<file path="src/rtl/core/idll_pkg.sv">
// ============================================================================
// idll_pkg : shared definitions for the indexed doubly linked list
// Request and status codes, the result record and fixed port widths.
// ============================================================================
package idll_pkg;

    // Request codes carried in req_type
    localparam logic [1:0] REQ_AFTER  = 2'd0;
    localparam logic [1:0] REQ_BEFORE = 2'd1;
    localparam logic [1:0] REQ_DELETE = 2'd2;

    // Status codes returned with every result
    localparam logic [1:0] STAT_OK    = 2'd0;
    localparam logic [1:0] STAT_RANGE = 2'd1;
    localparam logic [1:0] STAT_HEAD  = 2'd2;
    localparam logic [1:0] STAT_FULL  = 2'd3;

    // Fixed field widths of a request and a result
    localparam int REQ_W    = 2;
    localparam int POS_W    = 8;
    localparam int STATUS_W = 2;
    localparam int SLOT_W   = 8;
    localparam int COUNT_W  = 8;

    // Result beat: status, slot, count from the lowest bit up
    localparam int OUT_TDATA_W = ((STATUS_W + SLOT_W + COUNT_W + 7) / 8) * 8;

    typedef struct packed {
        logic [COUNT_W-1:0]  count;
        logic [SLOT_W-1:0]   slot;
        logic [STATUS_W-1:0] status;
    } result_t;

endpackage

</file>
<file path="src/rtl/core/idll_ram.sv">
// ============================================================================
// idll_ram : simple dual-port synchronous RAM
// One write port and one read port, read data registered.
// ============================================================================
module idll_ram #(
    parameter int DEPTH = 256,
    parameter int WIDTH = 8,
    localparam int AW   = $clog2(DEPTH)
) (
    input  logic             clk,
    input  logic             we,
    input  logic [AW-1:0]    waddr,
    input  logic [WIDTH-1:0] wdata,
    input  logic [AW-1:0]    raddr,
    output logic [WIDTH-1:0] rdata
);

    logic [WIDTH-1:0] mem [DEPTH];

    always_ff @(posedge clk)
    begin
        if (we)
        begin
            mem[waddr] <= wdata;
        end
        rdata <= mem[raddr];
    end

endmodule

</file>
<file path="src/rtl/core/idll_ctrl.sv">
// ============================================================================
// idll_ctrl : request sequencer for the indexed doubly linked list
// Reads the link memories, decides the status, writes back the new links
// in the LOOK and FIN states and holds the result beat until it is taken.
// ============================================================================
module idll_ctrl #(
    parameter int SLOTS      = 256,
    parameter int VALUE_BITS = 32,
    localparam int IW        = $clog2(SLOTS)
) (
    input  logic                  clk,
    input  logic                  rst_n,
    // request side
    input  logic                  in_valid,
    output logic                  in_ready,
    input  logic [1:0]            req_type,
    input  logic [7:0]            position,
    input  logic [VALUE_BITS-1:0] value,
    // result side
    output logic                  out_valid,
    input  logic                  out_ready,
    output idll_pkg::result_t     result,
    // next-link memory
    output logic                  n_we,
    output logic [IW-1:0]         n_waddr,
    output logic [IW-1:0]         n_wdata,
    output logic [IW-1:0]         n_raddr,
    input  logic [IW-1:0]         n_rdata,
    // prev-link memory, occupied flag in the top bit
    output logic                  p_we,
    output logic [IW-1:0]         p_waddr,
    output logic [IW:0]           p_wdata,
    output logic [IW-1:0]         p_raddr,
    input  logic [IW:0]           p_rdata
);

    localparam int PW = (IW > 8) ? IW : 8;
    localparam logic [IW-1:0] LAST_SLOT = IW'(SLOTS - 1);

    typedef enum logic [2:0] {
        ST_IDLE = 3'b001,
        ST_LOOK = 3'b010,
        ST_FIN  = 3'b100
    } state_t;

    typedef enum logic [1:0] {
        OP_NONE,
        OP_AFTER,
        OP_BEFORE,
        OP_DELETE
    } op_t;

    state_t                  state_reg, state_next;
    op_t                     op_reg, look_op;
    logic [1:0]              stat_reg, look_stat;
    logic [1:0]              req_reg;
    logic [IW-1:0]           pos_reg;
    logic                    range_reg;
    logic [VALUE_BITS-1:0]   val_reg;
    logic [IW-1:0]           a_reg, b_reg;
    logic [IW-1:0]           fh_reg, fh_next;
    logic [IW:0]             hw_reg, hw_next;
    logic [IW-1:0]           cnt_reg, cnt_next;
    logic [IW-1:0]           nra_reg, pra_reg;
    logic                    n0_wr_reg, p0_wr_reg;
    logic                    out_valid_reg;
    idll_pkg::result_t       result_reg;

    logic                    in_fire;
    logic [PW-1:0]           pos_wide;
    logic [IW-1:0]           pos_idx;
    logic                    pos_range;
    logic [IW-1:0]           n_eff, prev_eff;
    logic                    occ_eff;
    logic                    is_del, is_ins;
    logic [PW-1:0]           slot_wide, cnt_wide;

    logic [VALUE_BITS-1:0]   elem_mem [SLOTS];

    assign in_ready  = (state_reg == ST_IDLE) && !out_valid_reg;
    assign in_fire   = in_valid && in_ready;
    assign pos_wide  = PW'(position);
    assign pos_idx   = pos_wide[IW-1:0];
    assign pos_range = 32'(position) >= 32'(SLOTS);

    // Slots at or above the high-water mark were never handed out: they still
    // hold the ascending free chain and are not occupied.
    always_comb
    begin
        if ({1'b0, nra_reg} >= hw_reg)
        begin
            n_eff = (nra_reg == LAST_SLOT) ? '0 : nra_reg + 1'b1;
        end
        else if (nra_reg == '0 && !n0_wr_reg)
        begin
            n_eff = '0;
        end
        else
        begin
            n_eff = n_rdata;
        end

        if (pra_reg == '0)
        begin
            occ_eff  = 1'b1;
            prev_eff = p0_wr_reg ? p_rdata[IW-1:0] : '0;
        end
        else
        begin
            occ_eff  = ({1'b0, pra_reg} < hw_reg) && p_rdata[IW];
            prev_eff = p_rdata[IW-1:0];
        end
    end

    assign is_del = (req_reg == idll_pkg::REQ_DELETE);
    assign is_ins = (req_reg == idll_pkg::REQ_AFTER) || (req_reg == idll_pkg::REQ_BEFORE);

    // Status decision, made once the reads of the named slot are back
    always_comb
    begin
        look_op   = OP_NONE;
        look_stat = idll_pkg::STAT_OK;
        if (is_del && !range_reg && pos_reg == '0)
        begin
            look_stat = idll_pkg::STAT_HEAD;
        end
        else if (!(is_del || is_ins) || range_reg || !occ_eff)
        begin
            look_stat = idll_pkg::STAT_RANGE;
        end
        else if (is_del)
        begin
            look_op = OP_DELETE;
        end
        else if (cnt_reg == LAST_SLOT)
        begin
            look_stat = idll_pkg::STAT_FULL;
        end
        else if (req_reg == idll_pkg::REQ_AFTER)
        begin
            look_op = OP_AFTER;
        end
        else
        begin
            look_op = OP_BEFORE;
        end
    end

    always_comb
    begin
        state_next = state_reg;
        n_we       = 1'b0;
        n_waddr    = pos_reg;
        n_wdata    = '0;
        p_we       = 1'b0;
        p_waddr    = pos_reg;
        p_wdata    = '0;
        n_raddr    = (state_reg == ST_LOOK) ? fh_reg : pos_idx;
        p_raddr    = pos_idx;
        fh_next    = fh_reg;
        hw_next    = hw_reg;
        cnt_next   = cnt_reg;

        unique case (state_reg)
            ST_IDLE:
            begin
                if (in_fire)
                begin
                    state_next = ST_LOOK;
                end
            end
            ST_LOOK:
            begin
                // first half of the relink: neighbors of the named slot
                state_next = ST_FIN;
                case (look_op)
                    OP_DELETE:
                    begin
                        n_we    = 1'b1;
                        n_waddr = prev_eff;
                        n_wdata = n_eff;
                        p_we    = 1'b1;
                        p_waddr = n_eff;
                        p_wdata = {1'b1, prev_eff};
                    end
                    OP_AFTER:
                    begin
                        n_we    = 1'b1;
                        n_waddr = pos_reg;
                        n_wdata = fh_reg;
                        p_we    = 1'b1;
                        p_waddr = n_eff;
                        p_wdata = {1'b1, fh_reg};
                    end
                    OP_BEFORE:
                    begin
                        n_we    = 1'b1;
                        n_waddr = prev_eff;
                        n_wdata = fh_reg;
                        p_we    = 1'b1;
                        p_waddr = pos_reg;
                        p_wdata = {1'b1, fh_reg};
                    end
                    default:
                    begin
                    end
                endcase
            end
            ST_FIN:
            begin
                // second half: the slot that moves between list and free chain
                state_next = ST_IDLE;
                case (op_reg)
                    OP_DELETE:
                    begin
                        n_we     = 1'b1;
                        n_waddr  = pos_reg;
                        n_wdata  = fh_reg;
                        p_we     = 1'b1;
                        p_waddr  = pos_reg;
                        p_wdata  = '0;
                        fh_next  = pos_reg;
                        cnt_next = cnt_reg - 1'b1;
                    end
                    OP_AFTER, OP_BEFORE:
                    begin
                        n_we     = 1'b1;
                        n_waddr  = fh_reg;
                        n_wdata  = (op_reg == OP_AFTER) ? b_reg : pos_reg;
                        p_we     = 1'b1;
                        p_waddr  = fh_reg;
                        p_wdata  = {1'b1, (op_reg == OP_AFTER) ? pos_reg : a_reg};
                        fh_next  = n_eff;
                        cnt_next = cnt_reg + 1'b1;
                        if ({1'b0, fh_reg} >= hw_reg)
                        begin
                            hw_next = {1'b0, fh_reg} + 1'b1;
                        end
                    end
                    default:
                    begin
                    end
                endcase
            end
            default:
            begin
                state_next = ST_IDLE;
            end
        endcase
    end

    assign slot_wide = PW'(fh_reg);
    assign cnt_wide  = PW'(cnt_next);

    always_ff @(posedge clk or negedge rst_n)
    begin
        if (!rst_n)
        begin
            state_reg     <= ST_IDLE;
            fh_reg        <= IW'(1);
            hw_reg        <= (IW + 1)'(1);
            cnt_reg       <= '0;
            n0_wr_reg     <= 1'b0;
            p0_wr_reg     <= 1'b0;
            out_valid_reg <= 1'b0;
            op_reg        <= OP_NONE;
        end
        else
        begin
            state_reg <= state_next;
            fh_reg    <= fh_next;
            hw_reg    <= hw_next;
            cnt_reg   <= cnt_next;
            if (n_we && n_waddr == '0)
            begin
                n0_wr_reg <= 1'b1;
            end
            if (p_we && p_waddr == '0)
            begin
                p0_wr_reg <= 1'b1;
            end
            if (state_reg == ST_LOOK)
            begin
                op_reg <= look_op;
            end
            if (state_reg == ST_FIN)
            begin
                out_valid_reg <= 1'b1;
            end
            else if (out_ready)
            begin
                out_valid_reg <= 1'b0;
            end
        end
    end

    // Payload registers
    always_ff @(posedge clk)
    begin
        nra_reg <= n_raddr;
        pra_reg <= p_raddr;
        if (in_fire)
        begin
            req_reg   <= req_type;
            pos_reg   <= pos_idx;
            range_reg <= pos_range;
            val_reg   <= value;
        end
        if (state_reg == ST_LOOK)
        begin
            stat_reg <= look_stat;
            a_reg    <= prev_eff;
            b_reg    <= n_eff;
        end
        if (state_reg == ST_FIN)
        begin
            result_reg.status <= stat_reg;
            result_reg.slot   <= (op_reg == OP_AFTER || op_reg == OP_BEFORE) ?
                                 slot_wide[7:0] : 8'd0;
            result_reg.count  <= cnt_wide[7:0];
        end
    end

    // Element store: written by every successful insert
    always_ff @(posedge clk)
    begin
        if (state_reg == ST_FIN && (op_reg == OP_AFTER || op_reg == OP_BEFORE))
        begin
            elem_mem[fh_reg] <= val_reg;
        end
    end

    assign out_valid = out_valid_reg;
    assign result    = result_reg;

endmodule

</file>
<file path="src/rtl/core/indexed_doubly_linked_list_top.sv">
// ============================================================================
// indexed_doubly_linked_list_top : circular doubly linked list in slot memory
// Insert after, insert before and delete by slot index, with a free chain.
// ============================================================================
// Each request beat is answered by exactly one result beat. Between one
// accepted beat and the next, when results are taken at once, the block
// reads the named slot's links, reads the free chain head while the
// neighbors are relinked, relinks the moved slot and offers the result
// beat. This order is set by the dependent read-then-write chain through
// the single read port of each link memory. A new request is accepted
// only while no result beat is pending. There is no clearing pass after
// reset: slots that were never handed out are tracked by a high-water
// mark and read as the ascending free chain, so the block is ready for a
// request as soon as reset is released.
// ============================================================================
module indexed_doubly_linked_list_top #(
    parameter int SLOTS      = 256,
    parameter int VALUE_BITS = 32
) (
    input  logic                                clk,
    input  logic                                rst_n,
    // request beat: req_type[1:0], position[9:2], value[VALUE_BITS+9:10]
    input  logic                                s_axis_tvalid,
    output logic                                s_axis_tready,
    input  logic [((VALUE_BITS+17)/8)*8-1:0]    s_axis_tdata,
    // result beat: status[1:0], slot[9:2], count[17:10]
    output logic                                m_axis_tvalid,
    input  logic                                m_axis_tready,
    output logic [idll_pkg::OUT_TDATA_W-1:0]    m_axis_tdata
);

    localparam int IW          = $clog2(SLOTS);
    localparam int IN_TDATA_W  = ((VALUE_BITS + 17) / 8) * 8;
    localparam int RES_W       = idll_pkg::STATUS_W + idll_pkg::SLOT_W + idll_pkg::COUNT_W;

    logic [1:0]              req_type;
    logic [7:0]              position;
    logic [VALUE_BITS-1:0]   value;
    idll_pkg::result_t       result;

    logic                    n_we, p_we;
    logic [IW-1:0]           n_waddr, n_wdata, n_raddr, n_rdata;
    logic [IW-1:0]           p_waddr, p_raddr;
    logic [IW:0]             p_wdata, p_rdata;

    // Unpack the request beat
    assign req_type = s_axis_tdata[1:0];
    assign position = s_axis_tdata[9:2];
    assign value    = s_axis_tdata[10 +: VALUE_BITS];

    // Sequencer: owns free chain head, counts and the result register
    idll_ctrl #(
        .SLOTS      (SLOTS),
        .VALUE_BITS (VALUE_BITS)
    ) u_ctrl (
        .clk       (clk),
        .rst_n     (rst_n),
        .in_valid  (s_axis_tvalid),
        .in_ready  (s_axis_tready),
        .req_type  (req_type),
        .position  (position),
        .value     (value),
        .out_valid (m_axis_tvalid),
        .out_ready (m_axis_tready),
        .result    (result),
        .n_we      (n_we),
        .n_waddr   (n_waddr),
        .n_wdata   (n_wdata),
        .n_raddr   (n_raddr),
        .n_rdata   (n_rdata),
        .p_we      (p_we),
        .p_waddr   (p_waddr),
        .p_wdata   (p_wdata),
        .p_raddr   (p_raddr),
        .p_rdata   (p_rdata)
    );

    // Forward links; also threads the free chain
    idll_ram #(
        .DEPTH (SLOTS),
        .WIDTH (IW)
    ) u_next_ram (
        .clk   (clk),
        .we    (n_we),
        .waddr (n_waddr),
        .wdata (n_wdata),
        .raddr (n_raddr),
        .rdata (n_rdata)
    );

    // Backward links with the occupied flag on top
    idll_ram #(
        .DEPTH (SLOTS),
        .WIDTH (IW + 1)
    ) u_prev_ram (
        .clk   (clk),
        .we    (p_we),
        .waddr (p_waddr),
        .wdata (p_wdata),
        .raddr (p_raddr),
        .rdata (p_rdata)
    );

    // Pack the result beat, zero fill to a whole byte
    assign m_axis_tdata = {{(idll_pkg::OUT_TDATA_W - RES_W){1'b0}}, result};

endmodule

</file>
<file path="config.mk">
export PLATFORM = sky130hd
export DESIGN_NAME = indexed_doubly_linked_list_top
export DESIGN_NICKNAME = d
export VERILOG_FILES = /design/src/rtl/core/idll_pkg.sv /design/src/rtl/core/idll_ram.sv /design/src/rtl/core/idll_ctrl.sv /design/src/rtl/core/indexed_doubly_linked_list_top.sv
export SDC_FILE = /design/constraint.sdc
export NUM_CORES = 2
export LEC_CHECK = 0
export CORE_ASPECT_RATIO = 1.75
export CORE_MARGIN = 2
export CORE_UTILIZATION = 40
export DETAILED_ROUTE_END_ITERATION = 10
export DONT_BUFFER_PORTS = 1
export GPL_ROUTABILITY_DRIVEN = 0
export HOLD_SLACK_MARGIN = 0.1
export PLACE_DENSITY = 0.57
export SLEW_MARGIN = 25
export SYNTH_ARGS = -nofsm -noshare
export SYNTH_HDL_FRONTEND = slang
export SYNTH_MEMORY_MAX_BITS = 65536
export SYNTH_SLANG_ARGS = --single-unit
</file>
<file path="constraint.sdc">
create_clock -name clk -period 10.2 [get_ports clk]
set_input_delay 2.04 -clock clk [delete_from_list [all_inputs] [get_ports clk]]
set_output_delay 2.04 -clock clk [all_outputs]
set_load 0.1 [all_outputs]
</file>
* Word-level counts from Yosys, hierarchy flattened *
Memory sizes are Yosys's and may differ from the RTL's. A register that Yosys moved wholly into a read port is not among the register bits.
Index checks and enable logic that the tools add are counted.

word-level totals
  register bits = 95
  bits in latches = 0
  RAM bits = 4352
  bits in read-only memories = 0
  input bits = 52
  output and inout port bits = 26
  word-level logic and storage cells = 112
  memories = 2

operators by class
  add/subtract/negate cells = 4
  multipliers = 0
  div/mod/pow operators = 0
  order comparisons = 3
  equality and inequality tests = 14
  shifts and indexed selects = 0
  muxes and demuxes = 40
  bitwise gates (word level) = 0
  reductions and logical operators = 31

memories
  name            depth  bits a word  rd ports  clocked after memory_dff  write ports  RTL line        text
  u_prev_ram.mem  256    9            1         1                         1            idll_ram.sv:18  logic [WIDTH-1:0] mem [DEPTH];
  u_next_ram.mem  256    8            1         1                         1            idll_ram.sv:18

operator list
  kind                                                  number
  case mux 8 bit (2 select lines)                       7
  two-way mux 8 bit                                     12
  logical NOT 8 bit                                     5
  case mux 9 bit (2 select lines)                       2
  >= comparator 8 x 9 -> 1 bit                          2
  adder 8 x 1 -> 8 bit (second input constant)          2
  equality test 8 bit (second input constant)           2
  two-way mux 2 bit                                     8
  equality test 2 bit (second input constant)           5
  adder 8 x 1 -> 9 bit (second input constant)          1
  less-than comparator 8 x 9 -> 1 bit                   1
  two-way mux 9 bit                                     1
  OR reduction 2 bit                                    4
  subtractor 8 x 1 -> 8 bit (second input constant)     1
  logical AND 1 bit                                     7
  two-way mux 1 bit                                     7
  equality test 2 x 1 -> 1 bit (second input constant)  3
  case mux 3 bit (2 select lines)                       1
  OR reduction 3 bit                                    2
  logical NOT 1 bit                                     4
  logical OR 1 bit                                      4
  nonzero test 2 bit                                    2
  equality test 3 x 1 -> 1 bit (second input constant)  1
  equality test 3 x 2 -> 1 bit (second input constant)  1
  other kinds (7)                                       7

* Logic depth before layout (Yosys ltp) *
  depth in word-level cells = 13
  mapped depth = 19
  gate-level depth less buffers = 17

* By module *
From an unflattened synthesis, not the netlist that was laid out.

unflattened totals
  cell total of the unflattened synthesis = 8545
  area total of the unflattened synthesis = 174469.8 um^2

by module, submodules not included
  module                          instances  cells an instance  area an instance (um^2)  seq. area each (um^2)
  idll_ram at u_prev_ram          1          4237               89278.1                  69366.5
  idll_ram at u_next_ram          1          3733               79556.3                  61659.1
  idll_ctrl                       1          568                5586.6                   2531.2
  indexed_doubly_linked_list_top  1          7                  48.8                     0.0

* Least setup slack after synthesis *
OpenSTA, ideal clock, no wires.

  path type = reg-to-reg
  start point = reg u_ctrl.hw_reg[3]
  end point = mem u_next_ram.mem[0][2], data pin
  setup time = 1.585 ns
  arrival = 9.494 ns
  data required time = 8.615 ns
  setup slack = -0.879 ns
  stages on the path, launching flop included = 14
  buffers on the path = 2
  period minus slack after synthesis = 11.079 ns
  cell sequence = dfrtp_1 inv_1 ha_1 a21o_1 a21oi_1 o21ai_1 a31o_2 nor2_2 inv_1 ha_1 buf_1 clkbuf_1 a22oi_1 o22ai_1

between the ends
  word-level cells in the longest chain between the ends = 11
  elaborated cells on any way between the ends = 15
  classes of those cells = order compare: 2; eq/ne: 3; mux: 6; reduce/logical: 4

ends and longest elaborated chain
  item                                                                 RTL line                              text
  from (decl)                                                          idll_ctrl.sv:62                       logic [IW:0] hw_reg, hw_next;
  from (signal assigned)                                               idll_ctrl.sv:261                      hw_reg <= (IW + 1)'(1);
  from (signal assigned)                                               idll_ctrl.sv:272                      hw_reg <= hw_next;
  less-than comparator 8 x 9 -> 1 bit (*)                              idll_ctrl.sv:110                      occ_eff = ({1'b0, pra_reg} < hw_reg) && p_rdata[IW];
  logical AND 1 bit (*)                                                idll_ctrl.sv:110
  two-way mux 1 bit (*)                                                idll_ctrl.sv:103                      if (pra_reg == '0)
  logical NOT 1 bit (*)                                                idll_ctrl.sv:127                      else if (!(is_del || is_ins) || range_reg || !occ_eff)
  logical OR 1 bit (*)                                                 idll_ctrl.sv:127
  two-way mux 2 bit (*)                                                idll_ctrl.sv:127
  two-way mux 2 bit (*)                                                idll_ctrl.sv:123                      if (is_del && !range_reg && pos_reg == '0)
  via u_ctrl.look_op[0]                                                idll_ctrl.sv:54                       op_t op_reg, look_op;
  equality test 2 x 1 -> 1 bit or equality test 2 bit (tied branches)  idll_ctrl.sv:176                      case (look_op)
  OR reduction 2 bit (no line)                                         --
  case mux 8 bit (2 select lines) (*)                                  idll_ctrl.sv:176
  case mux 8 bit (2 select lines) (*)                                  idll_ctrl.sv:164                      unique case (state_reg)
  via n_wdata[2]                                                       indexed_doubly_linked_list_top.sv:42  logic [IW-1:0] n_waddr, n_wdata, n_raddr, n_rdata;
  to (decl)                                                            idll_ram.sv:18

The timed path passes the listed nets; every way through them passes the cells marked *.

* Worst setup path in the final report *
  start point = reg u_ctrl.hw_reg[3]
  end point = mem u_next_ram.mem[232][1], in the netlist u_next_ram.mem[116][1] (enable)

between the ends
  word-level cells in the longest chain between the ends = 13
  elaborated cells on any way between the ends = 18
  classes of those cells = order compare: 1; eq/ne: 3; mux: 9; reduce/logical: 5

ends and longest elaborated chain
  item                                                                 RTL line          text
  less-than comparator 8 x 9 -> 1 bit (*)                              idll_ctrl.sv:110
  logical AND 1 bit (*)                                                idll_ctrl.sv:110
  two-way mux 1 bit (*)                                                idll_ctrl.sv:103
  logical NOT 1 bit (*)                                                idll_ctrl.sv:127
  logical OR 1 bit (*)                                                 idll_ctrl.sv:127
  two-way mux 2 bit (*)                                                idll_ctrl.sv:127
  two-way mux 2 bit (*)                                                idll_ctrl.sv:123
  via u_ctrl.look_op[1]                                                idll_ctrl.sv:54
  equality test 2 bit or equality test 2 x 1 -> 1 bit (tied branches)  idll_ctrl.sv:176
  OR reduction 3 bit (no line)                                         --
  two-way mux 1 bit                                                    idll_ctrl.sv:176
  case mux 1 bit (2 select lines)                                      idll_ctrl.sv:164
  two-way mux 1 bit                                                    idll_ram.sv:22    if (we)
  two-way mux 1 bit (not written as such)                              idll_ram.sv:24    mem[waddr] <= wdata;

Marked as above.

==> results.md <==
* Design Area, Final at between 0.15 and 0.2 sq mm
* DIE AREA at approximately 0.45 sq mm
* Clock skew at between 0.05 and 0.06 ns
* Pwr Total at approximately 39000 uW
* Drt wl/cell at ~29 microns
* Via-to-Cell Ratio at 5.66
* Placeable Area at 0.438 sq mm
* Logic pwr share at 9.4%
* I/O pins at 78
* Die height at 881 microns
* P_int at roughly 29000 uW
* Relative slew margins at 18.6%
* Status: complete, no violations
* Layout Nets at about 10000
* FF+latch count, synth at ~4500
* Post-cts resize count at 0
* Most frequent cell after synthesis: edfxtp_1
* WP data arrival at roughly 7.6 ns
* Yosys top cell by area: edfxtp_1
* Placed Cells at 15600
* Max Slew Vio Count at 0
* Worst hold path type: flop to flop
* Pin count of the biggest net entering global routing at 580
* Kind of critical path: flop to flop
* Power density over the cells at between 150 and 200 mW/mm^2
* Iteration-0 DRC count of the detailed router at ~9200
* Register area share after synthesis at 76.0%
* Max Cap Violations at 0
* WP data required at 10.74 ns
* Gate Count Post-Synth at roughly 10000
* RSZ-0062 raised after global routing: no
* Area contributors post-synth: edfxtp_1, mux4_2, nand2_1
* Hold Violations, Final at 0
* Root buf cell: clkbuf_16
* First-pass GRT wire length at 681000 microns
* Initial Utilization at 40.1%
* Measured slew at the worst slew-check pin at 1.22 ns
* Postcts setup bufs at 0
* Final worst-path cycle share at around 70%
* Placed Area at around 0.18 sq mm
* Layout Cells excl Fill at roughly 16000
* Die X at a little over 500 microns
* Hold path depth at 2
* Post-synth top cells: edfxtp_1, nand2_1, mux4_2
* Mean Syn Cell Area at ~17 sq um
* H-tree depth at 5
* Asr flop ratio synth at less than 1%
* Clock slew seen by the registers of the worst setup and hold paths at about 0.070 ns
* Worst r2r src: u_ctrl.hw_reg[3]
* Remaining antenna violation count at 0
* CP Capture Type: flop
* All-Layer GR Usage at 21.0%
* CTS tree: built
* WL final at around 480000 microns
* Worst R2R Path Depth at 16
* Post-synth top area share at roughly three quarters
* RR Endpoint: u_next_ram.mem[116][1]
* Distinct cells, synth at between 90 and 100
* DP HPWL at 282000 microns
* Synth Warn # at 0
* DR vias at between 90000 and 100k
* Sw Pwr at around 9700 uW
* Share of layout cells above drive strength 1 at between 10% and 20%
* CTS max path bufs at 4
* Worst setup SP type: flop
* Minimum clock period at between 7 and 8 ns
* Setup Viol. Count Final at 0
* CTS Sinks at around 4500
* F_max at 0.141 GHz
* R2r setup slk at between 3 and 4 ns
* Max FFs per register at approximately 2300
* Ys flop type: edfxtp_1
* Clock power share at between 30% and 40%
* Hold-fix buffers at CTS at 0
* Flop pwr share at approximately half
* Hold slack at ~0.49 ns
* Worst Setup SP: u_ctrl.hw_reg[3]
* Worst-Skew Late Latency at 0.96 ns
* Hold Path Origin: u_ctrl.p0_wr_reg
* Vias in the first global route at 94200
* Hold EP: u_ctrl.p0_wr_reg
* 1st-pass router iterations at 7
* Grt ovf at 0
* Mapped cell area at approximately 0.18 sq mm
* Sw frac at approximately a quarter
* Layout overhead on the synthesized area at 12.2%
* Worst-path maximum fanout at 18
* VDD IR max at roughly 0.18 mV
* Row Count at around 320
* CTS Buf Count at between 400 and 500
* DRC at 0
* Post-synth EDFFs at roughly 4400
* IO buf count at 0
* Standby leakage power at roughly 0.070 uW
* Initial antenna violation count at 12
-- worst max-delay path, stage by stage, from the launching register on --
cell and delay, ns:
dfrtp_1 0.36, inv_1 0.14, ha_1 0.27, a21o_1 0.16, a21oi_1 0.12, o21ai_1 0.18
a21oi_1 0.58, o21ai_0 0.27, inv_1 0.14, ha_1 0.70, or2_2 0.35, a21o_1 0.11
a21oi_1 0.07, nor3_1 0.69, nor2b_1 0.76, nand2_1 0.79, nor2_1 0.91
-- power by group through the flow --
stage | registers [uW] | logic [uW] | clock network, uW
finish | 20100 | 3680 | 15400
detailed placement | 20500 | 3580 | 0
floorplan | 20500 | 2070 | 0
global placement | 20500 | 3490 | 0
CTS | 20100 | 3590 | 15600
global route | 20100 | 3830 | 16300
-- routing by layer --
layer	vias to the layer above	wire (microns)	share of wire, %	global-route usage, %
met5	-	24	0.0050	0
met4	4	28000	5.9	10.7
met3	898	25200	5.3	3.01
met2	3005	257000	54	38.7
met1	48700	166000	35	23.5
li1	39900	-	-	-
-- per-stage QoR --
step	utilization (%)	worst slack (ns)	setup TNS (ns)
final	45.0	3.13	0
after CTS	44.9	3.37	0
after detailed placement	41.9	2.99	0
after global placement	41.8	2.80	0
after global routing	45.0	2.93	0
after floorplan	-	-0.878	-2124.33
-- kinds of logic after synthesis --
family | synth area share, %
buf+inv | 1.75
xor+xnor | 0.0847
flops | 76.0
other cells | 0.00213
mux | 11.4
simple gates | 7.74
fa+ha+maj | 0.282
compound gates | 2.79
-- how the worst max path moves through the flow --
| stage | to | slack (ns) | cells past startpoint |
|---|---|---|---|
| final | u_next_ram.mem[116][1] | 3.13 | 16 |
| after global routing | u_next_ram.mem[122][3] | 2.93 | 16 |
| after CTS | u_next_ram.mem[117][1] | 3.37 | 16 |
| after detailed placement | u_next_ram.rdata[4] | 2.99 | 13 |
| after global placement | u_next_ram.rdata[6] | 2.80 | 12 |
| after floorplan | u_next_ram.mem[0][0] | -0.88 | 13 |
-- cell usage in the layout, fill, tap and decap left out, types with 24 or more instances in the layout --
cell / synthesis / layout
mux2i_1: 219 / 219
a22oi_1: 32 / 32
edfxtp_1: 4398 / 4398
a211oi_1: 27 / 27
a31oi_1: 132 / 128
a32oi_1: 113 / 113
a21oi_1: 168 / 168
clkbuf_1: 285 / 83
buf_4: 22 / 242
buf_12: 0 / 26
mux4_2: 787 / 787
clkinv_2: 0 / 53
nor4_4: 0 / 24
clkbuf_16: 0 / 421
nand4_1: 135 / 135
ha_1: 38 / 37
o31ai_1: 41 / 41
nor2b_1: 26 / 26
bufinv_16: 0 / 42
dfxtp_1: 33 / 33
o21ai_0: 47 / 46
nor2_1: 432 / 424
clkinv_1: 0 / 97
nor4_1: 73 / 38
nand3_1: 559 / 559
nor3_1: 115 / 115
nand2_1: 1686 / 1678
inv_1: 56 / 55
dfrtp_1: 30 / 30
and2_1: 28 / 28
a2111oi_0: 33 / 26
-- layout make-up --
type                    count  area, sq um
flip-flops and latches   4464       134000
inverters                  60          248
fillers                 37700       241000
clock buffers             504        10800
multi-input cells        4926        40100
well taps                5832         7300
clock inverters           239         2340
diodes                     10         25.0
repair buffers            289         2890
No activity file was read; power rests on OpenSTA's default activity.
